===== config.mk =====
export PLATFORM = sky130hd
export DESIGN_NAME = integer_to_ascii_radix
export DESIGN_NICKNAME = d
export VERILOG_FILES = /design/src/hw/rtl/itoar_pkg.sv /design/src/hw/rtl/itoar_cell.sv /design/src/hw/rtl/integer_to_ascii_radix.sv
export SDC_FILE = /design/constraint.sdc
export NUM_CORES = 1
export LEC_CHECK = 0
export ABC_CLOCK_PERIOD_IN_PS = 4290
export BUFFER_PORTS_ARGS = -buffer_cell sky130_fd_sc_hd__clkbuf_2
export CORE_UTILIZATION = 59
export CTS_CLUSTER_SIZE = 10
export DETAILED_ROUTE_END_ITERATION = 10
export GPL_ROUTABILITY_DRIVEN = 0
export PLACE_DENSITY = 0.8
export SYNTH_ARGS = -nofsm -noshare
export SYNTH_HDL_FRONTEND = slang
export SYNTH_SLANG_ARGS = --single-unit

===== constraint.sdc =====
create_clock -name aclk -period 4.29 [get_ports aclk]
set_input_delay 0.6435 -clock aclk [delete_from_list [all_inputs] [get_ports aclk]]
set_output_delay 0.6435 -clock aclk [all_outputs]
set_load 0.01 [all_outputs]

===== src/hw/rtl/itoar_pkg.sv =====
package itoar_pkg;

    // Format codes carried on s_tuser.
    localparam logic [1:0] CMD_HEX_LOWER = 2'd0;
    localparam logic [1:0] CMD_HEX_UPPER = 2'd1;
    localparam logic [1:0] CMD_SIGNED_DEC = 2'd2;
    localparam logic [1:0] CMD_UNSIGNED_DEC = 2'd3;

    localparam logic [7:0] ASCII_ZERO = 8'h30;
    localparam logic [7:0] ASCII_LOWER_A = 8'h61;
    localparam logic [7:0] ASCII_UPPER_A = 8'h41;
    localparam logic [7:0] ASCII_MINUS = 8'h2d;

    // Control shared by every digit cell of the chain.
    typedef struct packed {
        logic clear;  // zero the digit
        logic conv;   // one double-dabble step: adjust, then shift in one bit
        logic shift;  // take the digit of the lower neighbor
        logic dec;    // decimal adjust during conv, plain binary shift otherwise
    } cell_ctrl_t;

    function automatic logic [7:0] ascii_digit(input logic [3:0] d, input logic upper);
        logic [7:0] letter_base;
        letter_base = upper ? ASCII_UPPER_A : ASCII_LOWER_A;
        if (d < 4'd10) begin
            return ASCII_ZERO + {4'b0000, d};
        end
        return letter_base + {4'b0000, d} - 8'd10;
    endfunction

endpackage


===== src/hw/rtl/itoar_cell.sv =====
module itoar_cell (
    input  logic                   aclk,
    input  itoar_pkg::cell_ctrl_t  ctrl,
    input  logic                   bit_in,
    input  logic [3:0]             digit_in,
    output logic [3:0]             digit_out,
    output logic                   carry_out
);

    logic [3:0] digit_reg;
    logic [3:0] adjusted;

    // Add three to a decimal digit of five or more so that the doubling
    // carries into the next cell at ten.
    always_comb begin
        adjusted = digit_reg;
        if (ctrl.dec && digit_reg >= 4'd5) begin
            adjusted = digit_reg + 4'd3;
        end
    end

    assign carry_out = adjusted[3];
    assign digit_out = digit_reg;

    always_ff @(posedge aclk) begin
        if (ctrl.clear) begin
            digit_reg <= 4'd0;
        end else if (ctrl.conv) begin
            digit_reg <= {adjusted[2:0], bit_in};
        end else if (ctrl.shift) begin
            digit_reg <= digit_in;
        end
    end

endmodule


===== src/hw/rtl/integer_to_ascii_radix.sv =====
// Integer to ASCII converter.
// Input channel: one beat carries a number and its format on s_tuser
// (0 hex lower, 1 hex upper, 2 signed decimal, 3 unsigned decimal).
// Output channel: one beat per character, most significant digit first,
// m_tlast on the final character, with the 32-bit running character count
// (including this character, wrapping) beside each character.
// The number is converted in a row of MAX_DIGITS digit cells, one
// shift-and-adjust step per cycle. Then leading zeros are dropped one at a
// time, a minus sign is sent before the digits of a negative number, and
// one character leaves per cycle while the receiver is ready.
// s_tready is high only while no number is being worked on; the next number
// can be taken while the final character still waits in the output register.
// When the receiver stalls, the held character stays and the chain waits before its next character.
// Reset clears the running count and returns the block to waiting for input.
module integer_to_ascii_radix #(
    parameter int VALUE_BITS  = 64,
    parameter int SIGNED_BITS = 32,
    parameter int MAX_DIGITS  = 20
) (
    input  logic        aclk,
    input  logic        aresetn,
    input  logic        s_tvalid,
    output logic        s_tready,
    input  logic [95:0] s_tdata,   // unsigned_value [63:0], signed_value [95:64]
    input  logic [1:0]  s_tuser,   // cmd [1:0]
    output logic        m_tvalid,
    input  logic        m_tready,
    output logic [39:0] m_tdata,   // ch [7:0], emitted_total [39:8]
    output logic        m_tlast
);

    localparam int W  = (VALUE_BITS > SIGNED_BITS) ? VALUE_BITS : SIGNED_BITS;
    localparam int CW = $clog2(W);
    localparam int RW = $clog2(MAX_DIGITS + 1);

    localparam logic [2:0] ST_IDLE = 3'd0;
    localparam logic [2:0] ST_CONV = 3'd1;
    localparam logic [2:0] ST_SKIP = 3'd2;
    localparam logic [2:0] ST_SIGN = 3'd3;
    localparam logic [2:0] ST_EMIT = 3'd4;

    logic [2:0]    state_reg, state_next;
    logic [W-1:0]  shift_reg, shift_next;
    logic [CW-1:0] bit_cnt_reg, bit_cnt_next;
    logic [RW-1:0] rem_reg, rem_next;
    logic          dec_reg, dec_next;
    logic          upper_reg, upper_next;
    logic          neg_reg, neg_next;
    logic          ovf_reg, ovf_next;
    logic          m_valid_reg, m_valid_next;
    logic [7:0]    ch_reg, ch_next;
    logic          last_reg, last_next;
    logic [31:0]   count_reg, count_next;

    logic                  s_accept;
    logic                  out_free;
    logic                  out_load;
    itoar_pkg::cell_ctrl_t ctrl;
    logic [3:0]            digit [MAX_DIGITS];
    logic                  carry [MAX_DIGITS];
    logic [3:0]            top_digit;
    logic                  top_carry;

    logic [63:0]            sval_ext;
    logic [SIGNED_BITS-1:0] sval;
    logic [SIGNED_BITS-1:0] smag;
    logic                   sneg;

    // The digit chain: cell 0 takes the next bit of the value, and each cell
    // passes its carry and its digit up to the next one.
    genvar gi;
    generate
        for (gi = 0; gi < MAX_DIGITS; gi++) begin : g_cell
            if (gi == 0) begin : g_first
                itoar_cell u_cell (
                    .aclk      (aclk),
                    .ctrl      (ctrl),
                    .bit_in    (shift_reg[W-1]),
                    .digit_in  (4'd0),
                    .digit_out (digit[gi]),
                    .carry_out (carry[gi])
                );
            end else begin : g_next
                itoar_cell u_cell (
                    .aclk      (aclk),
                    .ctrl      (ctrl),
                    .bit_in    (carry[gi-1]),
                    .digit_in  (digit[gi-1]),
                    .digit_out (digit[gi]),
                    .carry_out (carry[gi])
                );
            end
        end
    endgenerate

    // A negative number leaves the top cell for the minus sign.
    assign top_digit = neg_reg ? digit[MAX_DIGITS-2] : digit[MAX_DIGITS-1];
    assign top_carry = neg_reg ? carry[MAX_DIGITS-2] : carry[MAX_DIGITS-1];

    assign sval_ext = {{32{s_tdata[95]}}, s_tdata[95:64]};
    assign sval     = sval_ext[SIGNED_BITS-1:0];
    assign sneg     = sval[SIGNED_BITS-1];
    assign smag     = sneg ? (~sval + SIGNED_BITS'(1)) : sval;

    assign s_tready = (state_reg == ST_IDLE);
    assign s_accept = s_tvalid && s_tready;
    assign out_free = !m_valid_reg || m_tready;

    always_comb begin
        state_next   = state_reg;
        shift_next   = shift_reg;
        bit_cnt_next = bit_cnt_reg;
        rem_next     = rem_reg;
        dec_next     = dec_reg;
        upper_next   = upper_reg;
        neg_next     = neg_reg;
        ovf_next     = ovf_reg;
        ch_next      = ch_reg;
        last_next    = last_reg;
        out_load     = 1'b0;
        ctrl         = '0;
        ctrl.dec     = dec_reg;

        unique case (state_reg)
            ST_IDLE: begin
                if (s_accept) begin
                    ctrl.clear   = 1'b1;
                    bit_cnt_next = CW'(W - 1);
                    ovf_next     = 1'b0;
                    upper_next   = (s_tuser == itoar_pkg::CMD_HEX_UPPER);
                    if (s_tuser == itoar_pkg::CMD_SIGNED_DEC) begin
                        dec_next   = 1'b1;
                        neg_next   = sneg;
                        shift_next = W'(smag);
                    end else begin
                        dec_next   = (s_tuser == itoar_pkg::CMD_UNSIGNED_DEC);
                        neg_next   = 1'b0;
                        shift_next = W'(s_tdata[VALUE_BITS-1:0]);
                    end
                    state_next = ST_CONV;
                end
            end
            ST_CONV: begin
                ctrl.conv  = 1'b1;
                shift_next = shift_reg << 1;
                // A carry out of the top kept cell means more digits than fit.
                ovf_next   = ovf_reg | top_carry;
                if (bit_cnt_reg == '0) begin
                    rem_next   = neg_reg ? RW'(MAX_DIGITS - 1) : RW'(MAX_DIGITS);
                    state_next = ST_SKIP;
                end else begin
                    bit_cnt_next = bit_cnt_reg - CW'(1);
                end
            end
            ST_SKIP: begin
                if (!ovf_reg && rem_reg > RW'(1) && top_digit == 4'd0) begin
                    ctrl.shift = 1'b1;
                    rem_next   = rem_reg - RW'(1);
                end else begin
                    state_next = neg_reg ? ST_SIGN : ST_EMIT;
                end
            end
            ST_SIGN: begin
                if (out_free) begin
                    out_load   = 1'b1;
                    ch_next    = itoar_pkg::ASCII_MINUS;
                    last_next  = 1'b0;
                    state_next = ST_EMIT;
                end
            end
            ST_EMIT: begin
                if (out_free) begin
                    out_load   = 1'b1;
                    ch_next    = itoar_pkg::ascii_digit(top_digit, upper_reg);
                    last_next  = (rem_reg == RW'(1));
                    ctrl.shift = 1'b1;
                    rem_next   = rem_reg - RW'(1);
                    if (rem_reg == RW'(1)) begin
                        state_next = ST_IDLE;
                    end
                end
            end
            default: begin
                state_next = ST_IDLE;
            end
        endcase
    end

    always_comb begin
        m_valid_next = m_valid_reg;
        count_next   = count_reg;
        if (out_load) begin
            m_valid_next = 1'b1;
            count_next   = count_reg + 32'd1;
        end else if (m_tready) begin
            m_valid_next = 1'b0;
        end
    end

    always_ff @(posedge aclk) begin
        if (!aresetn) begin
            state_reg   <= ST_IDLE;
            m_valid_reg <= 1'b0;
            count_reg   <= 32'd0;
        end else begin
            state_reg   <= state_next;
            m_valid_reg <= m_valid_next;
            count_reg   <= count_next;
        end
    end

    always_ff @(posedge aclk) begin
        shift_reg   <= shift_next;
        bit_cnt_reg <= bit_cnt_next;
        rem_reg     <= rem_next;
        dec_reg     <= dec_next;
        upper_reg   <= upper_next;
        neg_reg     <= neg_next;
        ovf_reg     <= ovf_next;
        ch_reg      <= ch_next;
        last_reg    <= last_next;
    end

    assign m_tvalid = m_valid_reg;
    assign m_tdata  = {count_reg, ch_reg};
    assign m_tlast  = last_reg;

    a_emit_has_digits: assert property (@(posedge aclk) disable iff (!aresetn)
        state_reg == ST_EMIT |-> rem_reg != '0)
        else $error("emission with no digit left");

    a_sign_only_negative: assert property (@(posedge aclk) disable iff (!aresetn)
        state_reg == ST_SIGN |-> neg_reg)
        else $error("minus sign for a non-negative number");

    a_count_steps: assert property (@(posedge aclk) disable iff (!aresetn)
        out_load |=> count_reg == $past(count_reg) + 32'd1)
        else $error("character count did not advance with a beat");

    a_decimal_digit: assert property (@(posedge aclk) disable iff (!aresetn)
        state_reg == ST_EMIT && dec_reg |-> top_digit <= 4'd9)
        else $error("decimal cell holds a digit above nine");

endmodule


# After elaboration in Yosys (flattened, before gate mapping)
# Index checks and enable logic that the tools add are counted.
[word_totals] register_bits=204 output_inout_bits=43 wordCells=245 input_bits=102
[classes] n_reduce_logical=41 eq_ne=16 bitwise_logic=2 n_mux=105 n_addsub=27 magnitude_cmp=22
[ops] cell="2-to-1 mux 4 bit" n=61
[ops] cell="2-to-1 mux 64 bit" n=2
[ops] cell="one-hot mux 64 bit (2 select lines)" n=1
[ops] cell="adder 4 x 2 -> 4 bit (second input constant)" n=20
[ops] cell=">= comparator 4 x 3 -> 1 bit (second input constant)" n=20
[ops] cell="adder 32 x 1 -> 32 bit (second input constant)" n=2
[ops] cell="2-to-1 mux 32 bit" n=1
[ops] cell="2-to-1 mux 8 bit" n=4
[ops] cell="NOT 32 bit" n=1
[ops] cell="2-to-1 mux 3 bit" n=8
[ops] cell="logical AND 1 bit" n=23
[ops] cell="2-to-1 mux 6 bit" n=3
[ops] cell="one-hot mux 8 bit (2 select lines)" n=1
[ops] cell="2-to-1 mux 1 bit" n=15
[ops] cell="2-to-1 mux 5 bit" n=3
[ops] cell="one-hot mux 3 bit (5 select lines)" n=1
[ops] cell="one-hot mux 5 bit (3 select lines)" n=1
[ops] cell="inequality test 2 bit (second input constant)" n=7
[ops] cell="one-hot mux 6 bit (2 select lines)" n=1
[ops] cell="adder 7 x 4 -> 8 bit" n=1
[ops] cell="nonzero test 2 bit" n=4
[ops] cell="subtractor 8 x 4 -> 8 bit (second input constant)" n=1
[ops] cell="adder 6 x 4 -> 7 bit (first input constant)" n=1
[ops] cell="equality test 3 x 2 -> 1 bit (second input constant)" n=2
[ops] cell="other kinds (23)" n=29

# Depth between registers and ports, before layout
[depth] depth_word=8 ltp_mapped=10 ltp_nobuf=7

# Modules after synthesis
# Synthesis repeated with hierarchy kept, for this count alone.
[unflattened] hier_cells=1386 area_unflattened_um2=12562.0
[by_module_without_submodules] module="integer_to_ascii_radix" seq_area_each_um2=3333.2 instances=1 area_each_um2=6681.4 cells_per_inst=706
[by_module_without_submodules] module="itoar_cell" seq_area_each_um2=80.1 instances=20 area_each_um2=294.0 cells_per_inst=34

# Worst setup path before layout
# OpenSTA, ideal clock, no wires.
[synth_timing] path_type="flip-flop to flip-flop" from="register state_reg[2]" to="register ovf_reg, enable pin" setup_time_ns=0.425 stages_incl_launch_ff=7 required_ns=3.865 t_arrival_ns=2.904 period_less_slack_ns=3.329 path_slack_ns=0.961 cell_sequence="dfxtp_1 buf_2 or3b_2 clkbuf_1 clkbuf_1 buf_1 nand2_1"
[synth_via] elab_chain_len=4
[synth_lines] item="start: declaration" line="integer_to_ascii_radix.sv:42" rtl="logic [2:0] state_reg, state_next;"
[synth_lines] item="start signal: assignment" line="integer_to_ascii_radix.sv:206" rtl="state_reg <= state_next;"
[synth_lines] item="logical NOT 3 bit" line="integer_to_ascii_radix.sv:105, integer_to_ascii_radix.sv:124"
[synth_lines] item="logical AND 1 bit" line="integer_to_ascii_radix.sv:106" rtl="assign s_accept = s_tvalid && s_tready;"
[synth_lines] item="inequality test 2 x 1 -> 1 bit (no source line)"
[synth_lines] item="AND reduction 2 bit (no source line) (*)"
[synth_lines] item="end signal: assignment" line="integer_to_ascii_radix.sv:219" rtl="ovf_reg <= ovf_next;"
[synth_lines] item="end: declaration" line="integer_to_ascii_radix.sv:49" rtl="logic ovf_reg, ovf_next;"
# Mark *: on every way between the ends. The rest lies on a longest branch, timed or not.
# A chain may end at the register's enable or synchronous reset.

# Worst setup path in the final report
[layout_timing] from="register neg_reg" to="register g_cell[4].g_next.u_cell.digit_reg[3]"
[layout_via] elab_chain_len=6
[layout_lines] item="start: declaration" line="integer_to_ascii_radix.sv:48" rtl="logic neg_reg, neg_next;"
[layout_lines] item="start signal: assignment" line="integer_to_ascii_radix.sv:218" rtl="neg_reg <= neg_next;"
[layout_lines] item="2-to-1 mux 4 bit" line="integer_to_ascii_radix.sv:97" rtl="assign top_digit = neg_reg ? digit[MAX_DIGITS-2] : digit[MAX_DIGITS-1];"
[layout_lines] item="logical NOT 4 bit" line="integer_to_ascii_radix.sv:156" rtl="if (!ovf_reg && rem_reg > RW'(1) && top_digit == 4'd0) begin"
[layout_lines] item="logical AND 1 bit" line="integer_to_ascii_radix.sv:156"
[layout_lines] item="2-to-1 mux 1 bit" line="integer_to_ascii_radix.sv:156"
[layout_lines] item="one-hot mux 1 bit (2 select lines)" line="integer_to_ascii_radix.sv:124" rtl="unique case (state_reg)"
[layout_lines] item="nonzero test 2 bit (no source line)"
[layout_lines] item="end signal: assignment" line="itoar_cell.sv:29" rtl="digit_reg <= {adjusted[2:0], bit_in};"
[layout_lines] item="end signal: assignment" line="itoar_cell.sv:31" rtl="digit_reg <= digit_in;"
[layout_lines] item="end: declaration" line="itoar_cell.sv:10" rtl="logic [3:0] digit_reg;"
# Every way passes these cells.

==> impl_metrics.csv <==
group,metric,value,unit
finish,layout_commonest_cell,"nand2_1",
drt,drtIter0Drc,878,
yosys,synth_area_leaders,"edfxtp_1 (21%), dfxtp_1 (19%), o211ai_1 (5.9%), a21oi_1 (5.8%), ha_1 (4.9%)",
drt,drtPass1Iterations,5,
cts,numCtsBuffers,24,
drt,routedWlPerCell,15.7,µm
finish,fin_area,13800,µm²
yosys,ys_async_sr_fraction,0,
pwr,p_leak,5.40,nW
timing,hold_viol,0,
cts,htreeDepth,1,
yosys,yosysWarnings,0,
placement,dp_hpwl,18400,µm
finish,fin_cells,1805,
timing,setup_tns,0,ns
cts,clock_sinks,203,
setup_path,cp_slowest_stage_delay,0.59,ns
finish,area_delta_synth_final,12.7,%
finish,final_cell_mix,"nand2_1 (150), a21oi_1 (143), clkbuf_2 (143)",
grt,grt_overflow_total,0,
timing,max_slew.worst_pin.slew,1.16,ns
cts,clockBufferDepth,3,
drt,wl_met2,13100,µm
timing,relSlewSlack,0.227,
yosys,ys.flop_type,"dfxtp_1",
grt,grt_pass1_wl,47700,µm
timing,hold_ws,0.377,ns
setup_path,path_class,"flop to flop",
grt,grt_pass1_vias,10100,
drt,avgViaCountPerCell,6.09,
setup_path,r2r_cells,8,
drt,drc_errors,0,
drt,totalWireLength,28300,µm
finish,drive_above_1_share,0.137,
setup_path,cp_cell_sequence,"mux2i_1 > ha_1 > or3b_2 > nor4_4 > o2bb2ai_4 > buf_4 > o211ai_1 > a21oi_1",
placement,pre_cts_ws,0.963,ns
setup_path,critPathArrivalTime,3.78,ns
cts,cts_tree,"built",
setup_path,crit_path_start_kind,"flop",
yosys,synth_area,12200,µm²
finish,antennaDiodeCount,0,
yosys,synth_cell_types,61,
cts,post_cts_resized,0,
pwr,finalPower,9.59,mW
die,num_rows,52,
grt,grtUsageTotal,0.262,
min_path,min_path_cells,1,
timing,period_minus_slack,3.34,ns
timing,setup_viol,0,
drt,wl_met3,1760,µm
setup_path,cp_max_fo,30,
yosys,avgSynthCellArea,8.56,µm²
finish,largest_reg_flops,76,
status,outcome,"finished clean",
pwr,powerDensity,695,nW/µm²
drt,m1WireLength,13100,µm
drt,antenna_left,0,
die,core,20300,µm²
timing,skew,0.0124,ns
die,die_width,146,µm
yosys,syn_nets,1580,
placement,placed_area,13100,µm²
timing,rsz0062_at_grt,"false",
cts,cts.reportedPaths.clkPinSlew,0.06,ns
drt,via_count,11000,
timing,drv_slew,0,
yosys,ys_seq_elements,203,
setup_path,crit_path_end_kind,"flop",
die,die_y,146,µm
cts,post_cts_buffers,0,
setup_path,crit_required,4.73,ns
flow_run,maxCapViolCount,0,
cts,clock_latency,0.52,ns
drt,top_layer,"met4",
grt,antenna_found_initial,0,
grt,grt_max_degree,79,
cts,cts-root-buf,"clkbuf_16",
die,start_util,0.603,
placement,port_buffers,143,
yosys,yosys.area.top_type,"edfxtp_1",
setup_path,timing.critical_path.slowest_stage_cell,"mux2i_1",
yosys,synthCells,1430,
die,dieArea,21300,µm²
timing,period_share,0.779,
cts,ctsHoldBuffers,0,
pwr,ir_drop,0.000360,V
placement,dp.cells,1763,
timing,worst_slack,0.948,ns
yosys,ys_seq_area_frac,0.403,
finish,utilization,0.680,
finish,nets,1669,
timing,fmax,299,MHz
die,ios,145,
yosys,synth_edf_count,87,
min_path,holdCritPathClass,"input port to flop",
yosys,yosysTopAreaCellShare,0.213,
==> cell families after synthesis <==
group / count (synthesis) / synth area share
buffers and inverters: 175 / 0.0563
multiplexers: 17 / 0.0141
adder cells (fa/ha/maj): 48 / 0.0491
AO/OA/AOI/OAI: 457 / 0.244
XOR/XNOR: 59 / 0.0422
AND/OR/NAND/NOR: 470 / 0.191
other: 1 / 0.000306
flip-flops: 203 / 0.403
==> synthesized netlist by cell type, types with 19 or more instances <==
cell type and n:
nand2_1 151, a21oi_1 143, dfxtp_1 116, o211ai_1 97, o21ai_0 91, nand3_1 89
edfxtp_1 87, inv_1 72, clkbuf_1 69, nor2_1 62, ha_1 48, xor2_1 40
nand4_1 36, or3_1 29, nand2b_1 26, a21o_1 22, a311o_1 22, a211o_1 21
nor3_1 21, o211a_1 19, xnor2_1 19
==> final cells by class <==
class	instances	area, µm²
clock inverter	1	16.3
inverter	74	278
sequential	203	4930
timing repair buffer	164	886
multi-input combinational	1052	6670
tap	270	338
fill	1620	6500
clock buffer	41	674
==> worst max-delay path, delay by kind of cell (launching register included) <==
| family | cells | cell delay [ns] |
|---|---|---|
| AOI/OAI and AO/OA | 3 | 0.71 |
| buffers and inverters | 1 | 0.33 |
| adders and majority gates | 1 | 0.24 |
| muxes | 1 | 0.59 |
| DFF | 1 | 0.58 |
| and+or+nand+nor | 2 | 0.80 |
==> routing by layer <==
layer  GRT usage  vias to the layer above
li1            -                     5447
met4      0.0703                        0
met2       0.424                      371
met3      0.0341                       40
met5           0                        -
met1       0.371                     5142
==> report_power, final <==
| group | total, mW | switching (mW) | leakage, nW | internal, mW |
|---|---|---|---|---|
| registers | 3.64 | 0.677 | 1.77 | 2.96 |
| logic | 4.12 | 2.62 | 3.29 | 1.50 |
| clock network | 1.83 | 0.767 | 0.329 | 1.06 |
| total | 9.59 | 4.06 | 5.40 | 5.53 |
==> path summary, 6_finish.rpt <==
path,start,end,slack (ns)
worst max register to register,neg_reg,g_cell[4].g_next.u_cell.digit_out[3],0.95
worst min register to register,g_cell[17].g_next.u_cell.digit_out[3],g_cell[17].g_next.u_cell.digit_out[3],0.49
worst min-delay path,s_tuser[1],dec_reg,0.38
worst max-delay path,neg_reg,g_cell[4].g_next.u_cell.digit_out[3],0.95
No activity file was read; power rests on OpenSTA's default activity.
